File: src/design/ridm_pkg.sv
// ----------------------------------------------------------------------------
// ridm_pkg
// Shared types and constants for the row to id map lookup block.
// ----------------------------------------------------------------------------
package ridm_pkg;

    localparam int MAX_ROWS = 1024;
    localparam int ROW_W    = $clog2(MAX_ROWS);
    localparam int CNT_W    = $clog2(MAX_ROWS + 1);
    localparam int ID_W     = 64;

    typedef enum logic [1:0] {
        MODE_BEGIN = 2'd0,
        MODE_LOAD  = 2'd1,
        MODE_FIND  = 2'd2,
        MODE_GET   = 2'd3
    } mode_t;

    typedef enum logic [2:0] {
        ST_OK           = 3'd0,
        ST_NOT_FOUND    = 3'd1,
        ST_OUT_OF_RANGE = 3'd2,
        ST_FULL         = 3'd3,
        ST_NOT_MAPPED   = 3'd4
    } status_t;

    typedef struct packed {
        logic [1:0]      mode;
        logic [ID_W-1:0] object_id;
        logic [9:0]      row_sel;
    } in_item_t;

    typedef struct packed {
        logic [2:0]      status;
        logic [9:0]      found_row;
        logic [ID_W-1:0] found_id;
    } out_item_t;

    typedef enum logic [2:0] {
        S_IDLE,
        S_DECODE,
        S_GET_WAIT,
        S_SCAN
    } ctrl_state_t;

    typedef enum logic [2:0] {
        RES_BEGIN,
        RES_LOAD,
        RES_NOT_MAPPED,
        RES_FULL,
        RES_OOR,
        RES_GET,
        RES_FOUND,
        RES_NOT_FOUND
    } res_sel_t;

    typedef struct packed {
        logic     latch;
        logic     rd_get;
        logic     scan_start;
        logic     scan_next;
        logic     emit;
        res_sel_t sel;
    } ctrl_cmd_t;

    typedef struct packed {
        mode_t mode;
        logic  mapped;
        logic  full;
        logic  oor;
        logic  empty;
        logic  match;
        logic  last;
        logic  out_free;
    } dp_status_t;

endpackage

File: src/design/ridm_ctrl.sv
// ----------------------------------------------------------------------------
// ridm_ctrl
// Sequencer: decodes the item, runs get reads and find scans.
// ----------------------------------------------------------------------------
module ridm_ctrl (
    input  logic                 aclk,
    input  logic                 aresetn,
    input  logic                 s_valid,
    output logic                 s_ready,
    input  ridm_pkg::dp_status_t sts,
    output ridm_pkg::ctrl_cmd_t  cmd
);

    ridm_pkg::ctrl_state_t state_reg, state_next;

    always_ff @(posedge aclk) begin
        if (!aresetn) begin
            state_reg <= ridm_pkg::S_IDLE;
        end else begin
            state_reg <= state_next;
        end
    end

    always_comb begin
        state_next     = state_reg;
        s_ready        = 1'b0;
        cmd.latch      = 1'b0;
        cmd.rd_get     = 1'b0;
        cmd.scan_start = 1'b0;
        cmd.scan_next  = 1'b0;
        cmd.emit       = 1'b0;
        cmd.sel        = ridm_pkg::RES_BEGIN;
        case (state_reg)
            ridm_pkg::S_IDLE: begin
                s_ready = 1'b1;
                if (s_valid) begin
                    cmd.latch  = 1'b1;
                    state_next = ridm_pkg::S_DECODE;
                end
            end
            ridm_pkg::S_DECODE: begin
                if (sts.mode == ridm_pkg::MODE_BEGIN) begin
                    cmd.sel = ridm_pkg::RES_BEGIN;
                end else if (!sts.mapped) begin
                    cmd.sel = ridm_pkg::RES_NOT_MAPPED;
                end else if (sts.mode == ridm_pkg::MODE_LOAD) begin
                    cmd.sel = sts.full ? ridm_pkg::RES_FULL : ridm_pkg::RES_LOAD;
                end else if (sts.mode == ridm_pkg::MODE_GET) begin
                    cmd.sel = ridm_pkg::RES_OOR;
                end else begin
                    cmd.sel = ridm_pkg::RES_NOT_FOUND;
                end
                // valid get and nonempty find go to the memory first
                if (sts.mapped && sts.mode == ridm_pkg::MODE_GET && !sts.oor) begin
                    cmd.rd_get = 1'b1;
                    state_next = ridm_pkg::S_GET_WAIT;
                end else if (sts.mapped && sts.mode == ridm_pkg::MODE_FIND && !sts.empty) begin
                    cmd.scan_start = 1'b1;
                    state_next     = ridm_pkg::S_SCAN;
                end else if (sts.out_free) begin
                    cmd.emit   = 1'b1;
                    state_next = ridm_pkg::S_IDLE;
                end
            end
            ridm_pkg::S_GET_WAIT: begin
                cmd.sel = ridm_pkg::RES_GET;
                if (sts.out_free) begin
                    cmd.emit   = 1'b1;
                    state_next = ridm_pkg::S_IDLE;
                end
            end
            ridm_pkg::S_SCAN: begin
                if (sts.match) begin
                    cmd.sel = ridm_pkg::RES_FOUND;
                    if (sts.out_free) begin
                        cmd.emit   = 1'b1;
                        state_next = ridm_pkg::S_IDLE;
                    end
                end else if (sts.last) begin
                    cmd.sel = ridm_pkg::RES_NOT_FOUND;
                    if (sts.out_free) begin
                        cmd.emit   = 1'b1;
                        state_next = ridm_pkg::S_IDLE;
                    end
                end else begin
                    cmd.scan_next = 1'b1;
                end
            end
            default: begin
                state_next = ridm_pkg::S_IDLE;
            end
        endcase
    end

endmodule
File: config.mk
export PLATFORM = sky130hd
export DESIGN_NAME = ridm_ctrl
export DESIGN_NICKNAME = d
export VERILOG_FILES = /design/src/design/ridm_pkg.sv /design/src/design/ridm_ctrl.sv
export SDC_FILE = /design/constraint.sdc
export NUM_CORES = 1
export LEC_CHECK = 0
export ABC_AREA = 0
export BUFFER_PORTS_ARGS = -buffer_cell sky130_fd_sc_hd__buf_2
export CAP_MARGIN = 20
export CORE_AREA = 10 10 47 49
export CTS_CLUSTER_SIZE = 16
export DETAILED_ROUTE_END_ITERATION = 10
export DIE_AREA = 0 0 57 59
export HOLD_SLACK_MARGIN = 0.15
export PLACE_DENSITY = 0.56
export RECOVER_POWER = 50
export SKIP_LAST_GASP = 1
export SYNTH_ARGS = -nofsm -noshare
export SYNTH_HDL_FRONTEND = slang
export SYNTH_SLANG_ARGS = --single-unit
File: constraint.sdc
create_clock -name aclk -period 1.8 [get_ports aclk]
set_input_delay 0.09 -clock aclk [delete_from_list [all_inputs] [get_ports aclk]]
set_output_delay 0.09 -clock aclk [all_outputs]
set_load 0.01 [all_outputs]
==> impl_results.md, run 1 <==
- Seq cells post-synth: 3
- Routed WL: 1.05 mm
- CP Class: reg2out
- Final period utilization: 0.938
- Commonest non-fill, non-tap cell in the layout: buf_2
- Via-to-Cell Ratio: 4.79
- Sw Ratio: 0.267
- Final setup TNS: 0 ns
- Final Power: between 200 and 250 uW
- # rows: 14
- Die area: between 3000 and 4000 sq um
- Cells on worst reg2reg path: 4
- PortBufs: 20
- RSZ-0062 raised after global routing: no
- Drt pass-1 iters: 4
- Largest buffer count on any clock path: 2
- CTS buffer count: 3
- Syn_nets: between 60 and 70
- Sequential Power Share: 0.313
- R2r startpoint: state_reg[1]$_SDFFE_PN0P_
- Largest net degree at the start of global routing: 11
- Clock share of power: 0.472
- Die Ht: approximately 59 microns
- Fin. Hold Viols: 0
- Core Region: 1400 sq um
- DP Wirelength: 876 microns
- Drt wl/cell: approximately 12 microns
- Nets: 84
- Synth warnings: 0
- Final worst slack: 0.111 ns
- Clk_skew: between 0.003 and 0.004 ns
- Total GRT Usage: 0.0596
- P_int: ~180 uW
- Synth cell types: 31
- Biggest cell delay along the critical path: roughly 0.39 ns
- Most frequent cells in the layout: buf_2, nor2_1, nor3_1, clkbuf_1
- Total global routing overflow: 0
- Fill cell count: ~180
- Reg2Reg Setup Slack: 0.55 ns
- Crit Path Max Fanout: 4
- DR vias: approximately 420
- Syn Inst Count: 49
- Setup crit end kind: output pin
- FF-to-FF End: state_reg[0]$_SDFFE_PN0P_
- Share of layout cells above drive strength 1: 0.352
- DRC marker count from the first detailed-route iteration: 10
- Max-cap violation count: 0
- Net Switching: between 60 and 70 uW
- Status: complete, no violations
- Placement Setup Slack: ~0.26 ns
- Worst setup path endpoint: cmd[3]
- CTS tree: built
- Worst hold path type: in2reg
- Area grow syn2layout: 37.8%
- Drc violations: 0
- Placer Congestion: a little under 0.8
- Worst path slowest cell: dfxtp_1
- Vias in the first global route: about 450
- Logic pwr share: 0.215
- Flip-flop count of the largest register after layout: 3
- Critical path origin: state_reg[1]$_SDFFE_PN0P_
- VDD IR max: 0.225 mV
- PD cells: 496 nW/um^2
- Initial antenna violation count: 0
- # setup viols final: 0
- Setup crit start kind: flop
- Clk slew on worst S/H paths: around 0.04 ns
- Tmin final: about 1.7 ns
- Cells along the critical path: inv_1 > a211o_2 > a2111oi_1 > buf_2
- Netlist Area Pre-Place: between 300 and 400 sq um
- WP data required: ~1.7 ns
- CTS root buffer: clkbuf_4
- Post CTS Setup Buffer Count: 0
- H-tree depth: 1
- Worst skew pair latency: between 0.2 and 0.25 ns
- Inserted Diodes: 0
- P_leak: around 0.00021 uW
- Num Clock Sinks: 3
- Ports: 21
- Fmax: 0.592 GHz
- Max Slew Vio Count: 0
- Register area share after synthesis: 0.170
- Die X: between 50 and 60 microns
- First-pass GRT wire length: about 1.8 mm
- Mapped Avg Cell Area: between 7 and 8 sq um
- Worst EP arrival: roughly 1.6 ns
- Antenna viol nets, final: 0
- Initial core utilization: 0.253
## cell type report
class                   instances  area [sq um]  share of cell area
inverters                       3          11.3              0.0231
multi-input cells              40           265               0.544
repair buffers                 21           104               0.213
clock buffers                   4          26.3              0.0538
well taps                      16          20.0              0.0410
flip-flops and latches          3          61.3               0.126
## worst max-delay path, delay by kind of cell, from the launching register on
kind,cells,cell delay (ns)
buf+inv,2,0.31
flops,1,0.39
compound gates,2,0.68
## repair_timing
action | CTS | global route
resized for setup | 0 | 2
endpoints found under the hold margin | 0 | 0
hold buffers | 0 | 0
setup endpoints to repair | 0 | 1
## how the worst min path moves through the flow
stage                     startpoint                   endpoint  slack (ns)  cells past startpoint
final                        aresetn  state_reg[0]$_SDFFE_PN0P_        0.17                      3
after global routing         aresetn  state_reg[0]$_SDFFE_PN0P_        0.19                      3
after CTS                    aresetn  state_reg[0]$_SDFFE_PN0P_        0.17                      3
after detailed placement     aresetn  state_reg[0]$_SDFFE_PN0P_        0.41                      3
after global placement       aresetn  state_reg[0]$_SDFFE_PN0P_        0.41                      3
after floorplan               sts[3]                     cmd[5]        0.23                      1
## logic make-up (layout without fill, tap and decap cells)
family                    count (synthesis)  after routing  synth area share
and+or+nand+nor                          24             24             0.385
AOI/OAI and AO/OA                        13             13             0.283
buffers and inverters                     6             28            0.0989
DFF                                       3              3             0.170
other                                     1              1            0.0106
xor gates and xnor gates                  1              1            0.0247
muxes                                     1              1            0.0283
## per-stage QoR
step                      instances  hold WS [ns]  cell area, sq um  utilization
after floorplan                  49         0.233               354            -
after global placement           83         0.405               458        0.327
after detailed placement         83         0.408               458        0.327
after CTS                        87         0.167               484        0.346
after global routing             87         0.189               488        0.348
final                            87         0.168               488        0.348
## power by group through the flow
stage	sequential, uW	combinational [uW]	clock (uW)
5_1_grt	76.2	58.9	123
3_3_place_gp	75.7	51.7	0
6_report	75.7	52.0	114
2_1_floorplan	72.8	33.0	0
3_5_place_dp	76.0	52.2	0
4_1_cts	74.9	52.4	120
## routing by layer
layer / routed length, microns / global-route usage
met5: 0 / 0
met3: 83 / 0.0172
met4: 0 / 0.0336
met2: 443 / 0.0961
met1: 526 / 0.0688
## cell usage after synthesis
cell	instances	area, sq um
inv_1	3	11.3
buf_2	1	5.00
a31oi_1	1	6.26
nor3_1	4	20.0
nand2b_1	2	12.5
nor2_1	5	18.8
a21oi_1	1	5.00
nor2b_2	1	8.76
a311o_1	1	10.0
a2111oi_1	1	10.0
o21ai_1	1	5.00
buf_6	1	11.3
conb_1	1	3.75
buf_4	1	7.51
and2_1	2	12.5
nor4_1	1	6.26
dfxtp_1	3	60.1
mux2i_1	1	10.0
nor2b_1	2	12.5
a211o_2	1	10.0
nand2_1	3	11.3
nand4b_1	1	8.76
o31ai_1	1	7.51
o21ai_0	2	10.0
a311oi_1	1	8.76
nand4_1	2	12.5
o311ai_1	1	8.76
nor3b_2	1	12.5
o211a_1	1	10.0
a32oi_1	1	8.76
xor2_1	1	8.76
No activity file was read; power rests on OpenSTA's default activity.
==> run 2: changes to the inputs <==
CAP_MARGIN = not set   (was 20)
REMOVE_ABC_BUFFERS = 1   (was not set)
==> run 2 against run 1 <==
  * First-iteration DRC count down 50%
  * Die area unchanged
  * Hold slack about the same
  * Non-clock buffer count unchanged
  * Clock-buffer cell count unchanged
  * Fmax up 2.8%
==> impl_results.md, run 2 (synthesized netlist as in run 1, its figures left out) <==
- PortBufs: 20
- Cells on worst reg2reg path: 4
- # rows: 14
- FF-to-FF End: state_reg[0]$_SDFFE_PN0P_
- Core Region: 1400 sq um
- Hold_sp: aresetn
- Placer Congestion: approximately 0.84
- Max-cap violation count: 0
- Fmax: about 0.61 GHz
- Final setup TNS: 0 ns
- Worst hold path type: in2reg
- Initial core utilization: 0.253
- # setup viols final: 0
- Clk_skew: 0.00435 ns
- Share of layout cells above drive strength 1: 0.338
- Status: complete, no violations
- Inserted Diodes: 0
- P_int: ~180 uW
- Largest net degree at the start of global routing: 11
- Fill cell count: between 150 and 200
- CTS tree: built
- Net Switching: between 60 and 70 uW
- H-tree depth: 1
- Drc violations: 0
- Clk slew on worst S/H paths: roughly 0.040 ns
- CTS root buffer: clkbuf_4
- Final worst slack: about 0.16 ns
- DR vias: approximately 420
- Logic pwr share: 0.214
- Die Ht: around 59 microns
- Die X: between 50 and 60 microns
- Die area: 3360 sq um
- VDD IR max: 0.140 mV
- Nets: 84
- Tmin final: between 1.5 and 2 ns
- DRC marker count from the first detailed-route iteration: 5
- Flip-flop count of the largest register after layout: 3
- Most frequent cells in the layout: buf_2, nor2_1, nor3_1, clkbuf_1
- Hold depth: 3
- WP data required: 1.71 ns
- Max Slew Vio Count: 0
- Drt wl/cell: approximately 12 microns
- Footprint of the multi-input gates: between 200 and 300 sq um
- Post CTS Setup Buffer Count: 0
- Sw Ratio: 0.267
- Total GRT Usage: 0.0587
- DP Wirelength: 897 microns
- Placement Setup Slack: 0.292 ns
- Ports: 21
- Hold EP: state_reg[1]$_SDFFE_PN0P_
- RSZ-0062 raised after global routing: no
- First-pass GRT wire length: between 1.5 and 2 mm
- Clock share of power: 0.475
- Setup crit start kind: flop
- Final period utilization: 0.913
- Area grow syn2layout: 34.6%
- Antenna viol nets, final: 0
- Sequential Power Share: 0.311
- Setup crit end kind: output pin
- Num Clock Sinks: 3
- Vias in the first global route: between 400 and 500
- Worst EP arrival: 1.55 ns
- CP Class: reg2out
- Routed WL: approximately 1.1 mm
- Worst skew pair latency: roughly 0.23 ns
- R2r startpoint: state_reg[1]$_SDFFE_PN0P_
- Via-to-Cell Ratio: 4.78
- CTS buffer count: 3
- P_leak: ~0.00021 uW
- PD cells: ~510 nW/um^2
- Commonest non-fill, non-tap cell in the layout: buf_2
- Initial antenna violation count: 0
- Total global routing overflow: 0
- Storage element area: between 60 and 70 sq um
- Crit Path Max Fanout: 10
- Reg2Reg Setup Slack: 0.36 ns
- Fin. Hold Viols: 0
- Drt pass-1 iters: 4
- Largest buffer count on any clock path: 2
[run 2: cell type report]
type / count / area share
timing repair buffer: 21 / 0.213
inverter: 3 / 0.0236
clock buffer: 4 / 0.0551
tap: 16 / 0.0420
sequential: 3 / 0.129
multi-input combinational: 40 / 0.538
[run 2: power groups by stage]
stage	clock network (uW)	registers (uW)	logic [uW]
global placement	0	75.6	52.1
floorplan	0	74.3	26.2
finish	115	74.9	51.6
global route	123	75.9	56.9
detailed placement	0	75.9	52.4
CTS	119	75.0	52.7
[run 2: layer usage]
metal	vias to the layer above	track usage	share of wire
li1	229	-	-
met1	173	0.0688	0.45
met2	14	0.0899	0.45
met3	0	0.0236	0.095
met4	0	0.0302	0
met5	-	0	0
[run 2: stage by stage]
stage / area [sq um] / total power [uW] / hold slack, ns / util / cells
after floorplan: 330 / 100 / 0.233 / - / 46
final: 477 / 241 / 0.168 / 0.340 / 87
after CTS: 484 / 246 / 0.170 / 0.346 / 87
after detailed placement: 458 / 128 / 0.413 / 0.327 / 83
after global placement: 458 / 128 / 0.407 / 0.327 / 83
after global routing: 477 / 256 / 0.189 / 0.340 / 87
[run 2: worst max-delay path, cell delays in order (launching register included)]
cell	delay (ns)
dfxtp_2	0.40
nor3b_2	0.22
o311ai_1	0.12
a2111oi_1	0.38
buf_2	0.20
[run 2: what timing repair did]
item                                    in CTS  in global routing
resized for setup                            0                  1
endpoints found under the setup margin       0                  1
hold buffers                                 0                  0
[run 2: worst max path at each step]
stage | end | cells after the start | startpoint | slack [ns]
after floorplan | cmd[3] | 3 | state_reg[1]$_SDFFE_PN0P_ | 0.25
after global placement | cmd[3] | 4 | state_reg[0]$_SDFFE_PN0P_ | 0.34
after detailed placement | cmd[3] | 4 | state_reg[0]$_SDFFE_PN0P_ | 0.29
after CTS | cmd[3] | 4 | state_reg[0]$_SDFFE_PN0P_ | 0.03
after global routing | cmd[3] | 4 | state_reg[0]$_SDFFE_PN0P_ | 0.04
final | cmd[3] | 4 | state_reg[0]$_SDFFE_PN0P_ | 0.16
==> run 3: changes to the inputs <==
PLACE_DENSITY = 0.58   (was 0.56)
clock period = 1.4 ns   (was 1.8 ns; I/O delays follow)
==> run 3 against run 2 <==
  * The flow now finishes with violations (setup timing)
  * Worst setup slack worse by 0.29 ns
  * Critical endpoint unchanged
  * Global-route usage up 0.69 points
  * Highest routed layer is now met4
  * Largest cell class unchanged
  * Via count rose by 17%
==> impl_results.md, run 3 (synthesized netlist as in run 1, its figures left out) <==
- Ports: 21
- Antenna viol nets, final: 0
- Sequential Power Share: 0.270
- FF-to-FF End: state_reg[0]$_SDFFE_PN0P_
- Flip-flop count of the largest register after layout: 3
- Drt wl/cell: 13.0 microns
- Met2 global-route usage: 0.107
- First-pass GRT wire length: 1.87 mm
- Num Clock Sinks: 3
- Most frequent cells in the layout: buf_2, buf_4, nor2_1
- DR vias: roughly 490
- Worst skew pair latency: about 0.24 ns
- Inserted Diodes: 0
- Initial core utilization: 0.253
- Commonest non-fill, non-tap cell in the layout: buf_2
- Worst EP arrival: between 1 and 1.5 ns
- Share of layout cells above drive strength 1: 0.519
- Largest buffer count on any clock path: 2
- Violated checks: setup timing
- Initial antenna violation count: 0
- Largest net degree at the start of global routing: 9
- Critical path origin: state_reg[2]$_SDFFE_PN0P_
- Die X: approximately 57 microns
- WP data required: 1.33 ns
- Cells on worst reg2reg path: 4
- CTS root buffer: clkbuf_4
- Vias in the first global route: 470
- Placer Congestion: between 0.8 and 0.9
- CP Class: reg2out
- PD cells: approximately 560 nW/um^2
- Clk slew on worst S/H paths: approximately 0.04 ns
- DP Wirelength: approximately 930 microns
- Total GRT Usage: 0.0657
- Drc violations: 0
- Final setup TNS: -0.173 ns
- Max-cap violation count: 0
- Via-to-Cell Ratio: 5.01
- M3 GR Usage: 0.0172
- VDD IR max: about 0.26 mV
- Die area: between 3000 and 4000 sq um
- Sw Ratio: 0.293
- Setup crit start kind: flop
- Fin. Hold Viols: 0
- CTS tree: built
- DRC marker count from the first detailed-route iteration: 8
- Area grow syn2layout: 68.9%
- Die Ht: ~60 microns
- H-tree depth: 1
- P_leak: about 0.00027 uW
- P_int: 236 uW
- Met1 Resource Use GR: 0.0701
- Setup crit end kind: output pin
- Max Slew Vio Count: 0
- Core Region: between 1000 and 1500 sq um
- CTS buffer count: 3
- Fmax: roughly 0.65 GHz
- # rows: 14
- # setup viols final: 2
- RSZ-0062 raised after global routing: yes
- Worst setup path endpoint: cmd[3]
- Logic pwr share: 0.261
- GR peak layer: met2
- Final worst slack: -0.137 ns
- Tmin final: 1.54 ns
- Drt pass-1 iters: 3
- PortBufs: 20
- Clock share of power: 0.469
- Final period utilization: 1.10
- Crit Path Max Fanout: 4
- Worst hold path type: in2reg
- Net Switching: around 97 uW
- Status: complete, but fails checks
- Final Power: between 300 and 400 uW
- Routed WL: roughly 1.3 mm
- Nets: 94
- Clk_skew: roughly 0.0036 ns
- Reg2Reg Setup Slack: approximately 0.11 ns
- Total global routing overflow: 0
- R2r startpoint: state_reg[2]$_SDFFE_PN0P_
## run 3: worst min path at each step
stage	start	endpoint	cells past startpoint
2_1_floorplan	sts[3]	cmd[5]	1
3_3_place_gp	aresetn	state_reg[1]$_SDFFE_PN0P_	3
3_5_place_dp	aresetn	state_reg[0]$_SDFFE_PN0P_	3
4_1_cts	sts[2]	state_reg[1]$_SDFFE_PN0P_	4
5_1_grt	sts[2]	state_reg[1]$_SDFFE_PN0P_	4
6_report	sts[2]	state_reg[1]$_SDFFE_PN0P_	4
## run 3: repair_timing
action | CTS | global route
setup endpoints to repair | 3 | 4
pin swaps | 2 | 2
gates cloned | 0 | 0
gates resized for setup | 7 | 6
endpoints found under the hold margin | 2 | 0
hold buffers | 1 | 0
buffers inserted | 3 | 2
## run 3: per-layer routing
layer	vias to the layer above	part of all wire
met3	6	0.053
met4	0	0.043
met2	21	0.46
met5	-	0
li1	244	-
met1	215	0.44
## run 3: final cells by class
type	count	area [sq um]
Inverter	3	11.3
Fill cell	159	803
Sequential cell	3	71.3
Timing Repair Buffer	31	186
Multi-Input combinational cell	40	283
Clock buffer	4	26.3
Tap cell	16	20.0
## run 3: critical path: stages, from the launching register on
cell and delay (ns):
dfxtp_4 0.35, a211o_2 0.34, a2111oi_2 0.35, buf_2 0.19
## run 3: power groups by stage
stage | clock, uW | combinational, uW | sequential [uW]
after detailed placement | 0 | 75.0 | 94.0
after floorplan | 0 | 33.6 | 95.5
final | 156 | 86.9 | 89.9
after global placement | 0 | 75.1 | 93.9
after global routing | 163 | 95.7 | 90.1
after CTS | 158 | 80.0 | 91.6
## run 3: stage by stage
stage	instances	setup slack, ns	util	hold WS, ns	cell area, sq um
final	97	-0.137	0.427	0.235	598
after global routing	97	-0.170	0.427	0.260	598
after CTS	95	-0.102	0.402	0.211	563
after detailed placement	87	0.0147	0.348	0.384	488
after global placement	87	0.0573	0.348	0.396	488
after floorplan	46	-0.130	-	0.193	330
